### src/rtl/lppd_pkg.sv
// lppd_pkg: shared types and constants for the length-prefixed packet deframer.
// Used by lppd_ctrl, lppd_dpath and length_prefixed_packet_deframer.
// No dependencies.
package lppd_pkg;

    // default packet buffer depth in bytes
    localparam int BUFFER_BYTES_DEF = 64;

    // two-byte little-endian length header
    localparam logic [6:0] HEADER_BYTES = 7'd2;

    // reset value of the minimum frame length register
    localparam logic [6:0] MIN_LEN_RESET = 7'd4;

    // request codes
    localparam logic REQ_DATA     = 1'b0;
    localparam logic REQ_NEW_CONN = 1'b1;

    // result kinds
    localparam logic KIND_BYTE = 1'b0;
    localparam logic KIND_BAD  = 1'b1;

    // controller -> datapath commands
    typedef struct packed {
        logic accept;     // input item taken this cycle
        logic rd_issue;   // read buffer at the drain index
        logic load_byte;  // move read data into the output register
        logic load_err;   // put a bad-length result into the output register
    } cmd_t;

    // datapath -> controller status
    typedef struct packed {
        logic frame_bad;  // current item carries a bad length header
        logic frame_done; // current item completes a frame
        logic out_free;   // output register can take a result this cycle
        logic rd_last;    // drain index is on the final frame byte
    } status_t;

endpackage

### src/rtl/length_prefixed_packet_deframer.sv
// length_prefixed_packet_deframer: top level of the length-prefixed deframer.
// Instantiates lppd_ctrl and lppd_dpath; depends on lppd_pkg.
//
// Received bytes go into a packet buffer of BUFFER_BYTES entries. The first two
// bytes of a frame are a little-endian total length that counts the header. A
// length below min_frame_length (at least 2) or above BUFFER_BYTES produces one
// bad-length result (result_kind 1, last_of_frame 1), bumps the wrapping 32-bit
// bad-frame counter and drops data items until a new-connection item
// (req_type 1) arrives. A complete frame is sent as one result per byte, in
// order, with last_of_frame on the final byte. An item that produces no result
// leaves the input ready for the next item. A completed frame drains byte by
// byte: each byte is read through the single buffer read port into a register
// and then moved into the output register; input is held off while a frame
// drains or while a bad-length result waits for the output register. The
// buffer needs no clearing after reset, since only written entries are read.
// min_frame_length is written through the cfg channel, which is always ready.
module length_prefixed_packet_deframer
#(
    parameter int BUFFER_BYTES = lppd_pkg::BUFFER_BYTES_DEF
)
(
    input  logic        clk,
    input  logic        rst_n,
    // input items
    input  logic        in_valid,
    output logic        in_ready,
    input  logic        req_type,
    input  logic [7:0]  data_byte,
    // configuration write
    input  logic        cfg_valid,
    output logic        cfg_ready,
    input  logic [6:0]  min_frame_length,
    // result items
    output logic        out_valid,
    input  logic        out_ready,
    output logic        result_kind,
    output logic [7:0]  frame_byte,
    output logic [5:0]  byte_position,
    output logic        last_of_frame,
    output logic [15:0] frame_length,
    output logic [31:0] bad_frame_count
);

    lppd_pkg::cmd_t    cmd;
    lppd_pkg::status_t st;

    // sequencing: accept, drain, error report
    lppd_ctrl u_ctrl
    (
        .clk      (clk),
        .rst_n    (rst_n),
        .in_valid (in_valid),
        .in_ready (in_ready),
        .st       (st),
        .cmd      (cmd)
    );

    // buffer, counters, header decode, output register
    lppd_dpath
    #(
        .BUFFER_BYTES (BUFFER_BYTES)
    )
    u_dpath
    (
        .clk              (clk),
        .rst_n            (rst_n),
        .cmd              (cmd),
        .st               (st),
        .req_type         (req_type),
        .data_byte        (data_byte),
        .cfg_valid        (cfg_valid),
        .cfg_ready        (cfg_ready),
        .min_frame_length (min_frame_length),
        .out_valid        (out_valid),
        .out_ready        (out_ready),
        .result_kind      (result_kind),
        .frame_byte       (frame_byte),
        .byte_position    (byte_position),
        .last_of_frame    (last_of_frame),
        .frame_length     (frame_length),
        .bad_frame_count  (bad_frame_count)
    );

endmodule

### src/rtl/lppd_ctrl.sv
// lppd_ctrl: controller state machine of the deframer.
// Sequences input acceptance, frame drain and error reporting.
// Depends on lppd_pkg.
module lppd_ctrl
(
    input  logic              clk,
    input  logic              rst_n,
    input  logic              in_valid,
    output logic              in_ready,
    input  lppd_pkg::status_t st,
    output lppd_pkg::cmd_t    cmd
);

    typedef enum logic [3:0] {
        ST_IDLE = 4'b0001,
        ST_READ = 4'b0010,
        ST_LOAD = 4'b0100,
        ST_ERR  = 4'b1000
    } state_t;

    state_t state_reg;
    state_t state_next;

    always_ff @(posedge clk or negedge rst_n)
    begin
        if (!rst_n)
        begin
            state_reg <= ST_IDLE;
        end
        else
        begin
            state_reg <= state_next;
        end
    end

    always_comb
    begin
        state_next    = state_reg;
        in_ready      = 1'b0;
        cmd.accept    = 1'b0;
        cmd.rd_issue  = 1'b0;
        cmd.load_byte = 1'b0;
        cmd.load_err  = 1'b0;
        unique case (state_reg)
            ST_IDLE:
            begin
                in_ready   = 1'b1;
                cmd.accept = in_valid;
                if (in_valid)
                begin
                    if (st.frame_bad)
                    begin
                        state_next = ST_ERR;
                    end
                    else if (st.frame_done)
                    begin
                        state_next = ST_READ;
                    end
                end
            end
            ST_READ:
            begin
                cmd.rd_issue = 1'b1;
                state_next   = ST_LOAD;
            end
            ST_LOAD:
            begin
                if (st.out_free)
                begin
                    cmd.load_byte = 1'b1;
                    state_next    = st.rd_last ? ST_IDLE : ST_READ;
                end
            end
            ST_ERR:
            begin
                if (st.out_free)
                begin
                    cmd.load_err = 1'b1;
                    state_next   = ST_IDLE;
                end
            end
            default:
            begin
                state_next = ST_IDLE;
            end
        endcase
    end

endmodule

### src/rtl/lppd_dpath.sv
// lppd_dpath: datapath of the deframer: packet buffer, fill count, header
// decode, bad-frame counter, config register and output register.
// Depends on lppd_pkg.
module lppd_dpath
#(
    parameter int BUFFER_BYTES = lppd_pkg::BUFFER_BYTES_DEF
)
(
    input  logic              clk,
    input  logic              rst_n,
    input  lppd_pkg::cmd_t    cmd,
    output lppd_pkg::status_t st,
    input  logic              req_type,
    input  logic [7:0]        data_byte,
    input  logic              cfg_valid,
    output logic              cfg_ready,
    input  logic [6:0]        min_frame_length,
    output logic              out_valid,
    input  logic              out_ready,
    output logic              result_kind,
    output logic [7:0]        frame_byte,
    output logic [5:0]        byte_position,
    output logic              last_of_frame,
    output logic [15:0]       frame_length,
    output logic [31:0]       bad_frame_count
);

    localparam int AW = (BUFFER_BYTES > 1) ? $clog2(BUFFER_BYTES) : 1;
    localparam int FW = $clog2(BUFFER_BYTES + 1);

    logic [7:0]    mem [BUFFER_BYTES];
    logic [7:0]    mem_q_reg;

    logic [FW-1:0] fill_reg;
    logic          discard_reg;
    logic [31:0]   bad_total_reg;
    logic [6:0]    min_len_reg;
    logic [7:0]    hdr_lo_reg;
    logic [15:0]   len_reg;
    logic [AW-1:0] rd_idx_reg;

    logic          out_valid_reg;
    logic          kind_reg;
    logic [7:0]    byte_reg;
    logic [5:0]    pos_reg;
    logic          last_reg;
    logic [15:0]   flen_reg;
    logic [31:0]   count_reg;

    logic          is_data;
    logic          hdr_step;
    logic [15:0]   len_now;
    logic [6:0]    min_len;
    logic          len_bad;
    logic [FW-1:0] fill_inc;
    logic          mem_we;
    logic [15:0]   rd_pos_wide;

    assign cfg_ready = 1'b1;

    assign is_data  = (req_type == lppd_pkg::REQ_DATA) && !discard_reg;
    assign hdr_step = (fill_reg == FW'(1));
    assign len_now  = hdr_step ? {data_byte, hdr_lo_reg} : len_reg;
    // a minimum below the header size acts as the header size
    assign min_len  = (min_len_reg < lppd_pkg::HEADER_BYTES) ? lppd_pkg::HEADER_BYTES
                                                             : min_len_reg;
    assign len_bad  = (len_now < 16'(min_len)) || (len_now > 16'(BUFFER_BYTES));
    assign fill_inc = fill_reg + FW'(1);
    assign mem_we   = cmd.accept && is_data;

    assign rd_pos_wide = 16'(rd_idx_reg);

    assign st.frame_bad  = is_data && hdr_step && len_bad;
    assign st.frame_done = is_data && (fill_reg != '0) && !(hdr_step && len_bad)
                           && (16'(fill_inc) == len_now);
    assign st.out_free   = !out_valid_reg || out_ready;
    assign st.rd_last    = ((rd_pos_wide + 16'd1) == len_reg);

    // packet buffer, one write and one registered read port
    always_ff @(posedge clk)
    begin
        if (mem_we)
        begin
            mem[fill_reg[AW-1:0]] <= data_byte;
        end
        if (cmd.rd_issue)
        begin
            mem_q_reg <= mem[rd_idx_reg];
        end
    end

    always_ff @(posedge clk or negedge rst_n)
    begin
        if (!rst_n)
        begin
            min_len_reg <= lppd_pkg::MIN_LEN_RESET;
        end
        else if (cfg_valid)
        begin
            min_len_reg <= min_frame_length;
        end
    end

    // frame tracking
    always_ff @(posedge clk or negedge rst_n)
    begin
        if (!rst_n)
        begin
            fill_reg      <= '0;
            discard_reg   <= 1'b0;
            bad_total_reg <= '0;
            rd_idx_reg    <= '0;
        end
        else
        begin
            if (cmd.accept)
            begin
                if (req_type == lppd_pkg::REQ_NEW_CONN)
                begin
                    fill_reg    <= '0;
                    discard_reg <= 1'b0;
                end
                else if (!discard_reg)
                begin
                    if (st.frame_bad)
                    begin
                        fill_reg      <= '0;
                        discard_reg   <= 1'b1;
                        bad_total_reg <= bad_total_reg + 32'd1;
                    end
                    else if (st.frame_done)
                    begin
                        fill_reg   <= '0;
                        rd_idx_reg <= '0;
                    end
                    else
                    begin
                        fill_reg <= fill_inc;
                    end
                end
            end
            if (cmd.load_byte)
            begin
                rd_idx_reg <= rd_idx_reg + AW'(1);
            end
        end
    end

    // header capture
    always_ff @(posedge clk)
    begin
        if (mem_we && (fill_reg == '0))
        begin
            hdr_lo_reg <= data_byte;
        end
        if (mem_we && hdr_step)
        begin
            len_reg <= len_now;
        end
    end

    // output register
    always_ff @(posedge clk or negedge rst_n)
    begin
        if (!rst_n)
        begin
            out_valid_reg <= 1'b0;
        end
        else if (cmd.load_byte || cmd.load_err)
        begin
            out_valid_reg <= 1'b1;
        end
        else if (out_ready)
        begin
            out_valid_reg <= 1'b0;
        end
    end

    always_ff @(posedge clk)
    begin
        if (cmd.load_byte)
        begin
            kind_reg  <= lppd_pkg::KIND_BYTE;
            byte_reg  <= mem_q_reg;
            pos_reg   <= rd_pos_wide[5:0];
            last_reg  <= st.rd_last;
            flen_reg  <= len_reg;
            count_reg <= bad_total_reg;
        end
        else if (cmd.load_err)
        begin
            kind_reg  <= lppd_pkg::KIND_BAD;
            byte_reg  <= 8'd0;
            pos_reg   <= 6'd0;
            last_reg  <= 1'b1;
            flen_reg  <= len_reg;
            count_reg <= bad_total_reg;
        end
    end

    assign out_valid       = out_valid_reg;
    assign result_kind     = kind_reg;
    assign frame_byte      = byte_reg;
    assign byte_position   = pos_reg;
    assign last_of_frame   = last_reg;
    assign frame_length    = flen_reg;
    assign bad_frame_count = count_reg;

    a_single_load: assert property (@(posedge clk) disable iff (!rst_n)
        !(cmd.load_byte && cmd.load_err))
        else $error("byte and error result loaded together");

    a_load_free: assert property (@(posedge clk) disable iff (!rst_n)
        (cmd.load_byte || cmd.load_err) |-> st.out_free)
        else $error("result loaded over one not yet taken");

    a_bad_discards: assert property (@(posedge clk) disable iff (!rst_n)
        (cmd.accept && st.frame_bad) |=> (discard_reg && (fill_reg == '0)))
        else $error("bad length did not enter discard");

    a_fill_range: assert property (@(posedge clk) disable iff (!rst_n)
        (32'(fill_reg) < BUFFER_BYTES))
        else $error("fill count beyond buffer");

endmodule
### config.mk
export PLATFORM = sky130hd
export DESIGN_NAME = length_prefixed_packet_deframer
export DESIGN_NICKNAME = d
export VERILOG_FILES = /design/src/rtl/lppd_pkg.sv /design/src/rtl/length_prefixed_packet_deframer.sv /design/src/rtl/lppd_ctrl.sv /design/src/rtl/lppd_dpath.sv
export SDC_FILE = /design/constraint.sdc
export NUM_CORES = 1
export LEC_CHECK = 0
export ABC_AREA = 0
export BUFFER_PORTS_ARGS = -buffer_cell sky130_fd_sc_hd__buf_4
export CAP_MARGIN = 20
export CORE_MARGIN = 5
export CORE_UTILIZATION = 30
export DETAILED_ROUTE_END_ITERATION = 8
export GPL_TIMING_DRIVEN = 0
export SYNTH_ARGS = -nofsm -noshare
export SYNTH_HDL_FRONTEND = slang
export SYNTH_SLANG_ARGS = --single-unit
### constraint.sdc
create_clock -name clk -period 6.9 [get_ports clk]
set_input_delay 0.69 -clock clk [delete_from_list [all_inputs] [get_ports clk]]
set_output_delay 0.69 -clock clk [all_outputs]
set_load 0.1 [all_outputs]
==> impl_metrics.tcl <==
set metrics [dict create \
    worstPathCellList "inv_1 -> ha_1 -> or3b_1 -> o21ai_1 -> nand2_1 -> ha_1 -> a21o_1 -> a21oi_1 -> nand2_1 -> o2111ai_2 -> nand4_1 -> buf_2 -> nor3_1 -> xnor2_1" \
    buffer_ports.inserted 86 \
    combinational_power_share_pct 14.1 \
    nNetsFinal 1554 \
    avgRoutedWirePerCell_um 23.3 \
    placedCellCount 2615 \
    critical-path-slowest-cell "sky130_fd_sc_hd__or3b_1" \
    number_of_synthesized_flops_with_an_enable_pin 607 \
    ir_worst_vdd_uv 156 \
    dp_hpwl_um 41300 \
    tcrit_tclk_final_pct 58.3 \
    first_global_vias 13700 \
    max_slew.worst_pin.slew_ns 1.02 \
    power_report.internal_total_mw 7.06 \
    detailedRoute.firstPassIterationCount 6 \
    ys_warn_count 0 \
    ff_latch_area_mm2 0.0197 \
    setup_total_negative_slack_ns 0 \
    syn_area_mm2 0.0266 \
    post-route-min-period_ns 4.02 \
    drt-initial-drc-count 1294 \
    post-synth-top-area-cell "sky130_fd_sc_hd__edfxtp_1" \
    timing.reg2reg.setup_slack_ns 2.88 \
    antenna_violations_before_repair 1 \
    cts_sinks 666 \
    cts_max_level 3 \
    postSynthRegisterBits 666 \
    grt_use_met3_pct 2.57 \
    detail_route.drc_violations 0 \
    holdBufCountCts 0 \
    clk_path_buf_depth 3 \
    finalSetupViolCount 0 \
    reg_power_share_pct 48.2 \
    grt_max_degree 68 \
    grt_pass1_wl_um 93700 \
    synth.area.top_cells "sky130_fd_sc_hd__edfxtp_1 (68%), sky130_fd_sc_hd__mux4_2 (14%), sky130_fd_sc_hd__dfrtp_1 (5.3%), sky130_fd_sc_hd__nor2_1 (1.3%), sky130_fd_sc_hd__nand2_1 (1.0%)" \
    critical_path_end_type "register" \
    slew-limit-headroom_pct 32.0 \
    type_of_the_worst_setup_path "reg -> reg" \
    postLayoutCellArea_mm2 0.0309 \
    ios 88 \
    die_h_um 308 \
    clk_pin_slew_ns 0.06 \
    report.final.hold_viol_count 0 \
    p_leak_nw 10.0 \
    detailed_place.area_mm2 0.0288 \
    syn_area_per_cell_um2 19.5 \
    cp.arrival_ns 4.54 \
    clock_insertion_delay_worst_skew_ns 0.60 \
    pre_cts_slack_ns 2.92 \
    portion_of_synthesized_cell_area_occupied_by_the_leading_cell_type_pct 68.5 \
    timing.fmax_ghz 0.249 \
    num-fill-cells 8162 \
    grtUsageMet1_pct 19.1 \
    syn-instance-count 1362 \
    stdcell_count 2738 \
    die_area_mm2 0.0948 \
    drv.max_cap_violation_count 0 \
    drt-vias-per-instance 4.95 \
    cp_slowest_stage_delay_ns 0.47 \
    critical_path_peak_fanout 10 \
    setup_repair_after_global_routing_missed_its_margin "no" \
    final.setup_skew_ns 0.0292 \
    synth_commonest_cells "sky130_fd_sc_hd__edfxtp_1 (607), sky130_fd_sc_hd__mux4_2 (168), sky130_fd_sc_hd__nor2_1 (93)" \
    postCtsSetupRepairBufs 0 \
    ys_seq_area_share_pct 74.0 \
    start_util_pct 30.2 \
    multiInputGateArea_mm2 0.00654 \
    cellPowerDensity_mw_per_mm2 304 \
    cts_repair_resize_count 0 \
    globalRoute.totalOverflow 0 \
    tritoncts "done" \
    swShare_pct 25.1 \
    power_frac_clock_pct 37.7 \
    crit_path_start_kind "register" \
    ctsRootBufferMaster "sky130_fd_sc_hd__clkbuf_16" \
    cts-buffers-inserted 68 \
    timing.critical_path.required_ns 7.42 \
    final_layout_size_suffix_gt1_share_pct 26.2 \
    gr-max-usage-layer "met2" \
    fin_hold_ws_ns 0.164 \
    synth_most_common_cell "sky130_fd_sc_hd__edfxtp_1" \
    setup_slack_ns 2.88 \
    route.antenna.remaining_nets 0 \
    postSynthNetCount 1394 \
    drt-total-wl_um 63700 \
    run_status "finished clean" \
    core_mm2 0.0882 \
    holdCritPathClass "in -> async" \
    met2_usage_pct 21.0 \
    ys_types 73 \
    routability_cong 0.813 \
    grtUsageTotal_pct 13.3 \
    largest_reg_flops 512 \
    final_max_slew_viol_count 0 \
    p_sw_mw 2.36 \
    core.rowCount 109 \
    synth-main-ff-cell "sky130_fd_sc_hd__edfxtp_1" \
    chipWidth_um 308 \
    total_number_of_vias 13500 \
    synthToLayoutAreaGrowth_pct 16.2 \
    ys_async_sr_fraction_pct 8.71 \
]
[placed cells by master, fill, tap and decap left out, types with 12 or more instances in the layout]
master / n
sky130_fd_sc_hd__clkinv_1: 16
sky130_fd_sc_hd__mux4_2: 168
sky130_fd_sc_hd__nor2_1: 92
sky130_fd_sc_hd__o21ai_0: 14
sky130_fd_sc_hd__xnor2_1: 21
sky130_fd_sc_hd__edfxtp_1: 607
sky130_fd_sc_hd__and2_1: 13
sky130_fd_sc_hd__clkbuf_1: 38
sky130_fd_sc_hd__clkbuf_16: 71
sky130_fd_sc_hd__inv_1: 19
sky130_fd_sc_hd__buf_1: 15
sky130_fd_sc_hd__nand3_1: 19
sky130_fd_sc_hd__nor3_1: 18
sky130_fd_sc_hd__buf_2: 16
sky130_fd_sc_hd__dfrtp_1: 56
sky130_fd_sc_hd__clkinv_2: 12
sky130_fd_sc_hd__buf_4: 92
sky130_fd_sc_hd__nand2_1: 74
sky130_fd_sc_hd__xor2_1: 26
[power groups by stage]
stage	Combinational [mW]	Sequential, mW	Clock [mW]
2_1_floorplan	0.844	4.66	0
3_3_place_gp	1.31	4.62	0
3_5_place_dp	1.33	4.63	0
4_1_cts	1.34	4.54	3.61
5_1_grt	1.42	4.55	3.76
6_report	1.33	4.54	3.55
[kinds of logic after synthesis]
group / synth area share (%)
flops: 74.0
simple gates: 5.83
mux: 14.5
buf+inv: 1.46
compound gates: 2.09
xor+xnor: 1.55
fa+ha+maj: 0.517
other cells: 0.0141
[area by class of cell]
| class | instances | share of cell area [%] |
|---|---|---|
| multi-input combinational | 611 | 21.2 |
| clock buffer | 84 | 5.90 |
| inverter | 20 | 0.243 |
| antenna | 1 | 0.00809 |
| clock inverter | 36 | 0.983 |
| timing repair buffer | 90 | 2.27 |
| tap | 1165 | 4.71 |
| sequential | 666 | 63.7 |
| buffer | 65 | 1.01 |
[critical path, delay by kind of cell (launching register included)]
kind	cells	cell delay [ns]
AND/OR/NAND/NOR	5	1.37
AO/OA/AOI/OAI	4	0.93
adder cells (fa/ha/maj)	2	0.55
flip-flops	1	0.46
buffers and inverters	2	0.46
XOR/XNOR	1	0.15
[path summary, 6_finish.rpt]
path,start,endpoint,cells after the start
setup / recovery,u_dpath.fill_reg[1],u_dpath.bad_total_reg[14],14
hold / removal,rst_n,u_dpath.bad_total_reg[26],1
setup reg to reg,u_dpath.fill_reg[1],u_dpath.bad_total_reg[14],14
hold reg to reg,u_dpath.bad_total_reg[14],u_dpath.bad_frame_count[14],0
max in group asynchronous,rst_n,u_ctrl.state_reg[1],1
min in group clk,req_type,u_dpath.discard_reg,2
[through the flow]
stage	utilization (%)	total power, mW
5_1_grt	35.0	9.73
2_1_floorplan	-	5.51
3_3_place_gp	32.5	5.93
3_5_place_dp	32.6	5.96
4_1_cts	35.0	9.49
6_report	35.0	9.42
[metal layers]
layer | vias to the layer above | routed length [µm]
li1 | 5820 | -
met1 | 7123 | 28000
met2 | 510 | 29700
met3 | 94 | 4530
met4 | 0 | 1440
met5 | - | 0
Note: power is estimated with default switching activity, not from simulation.
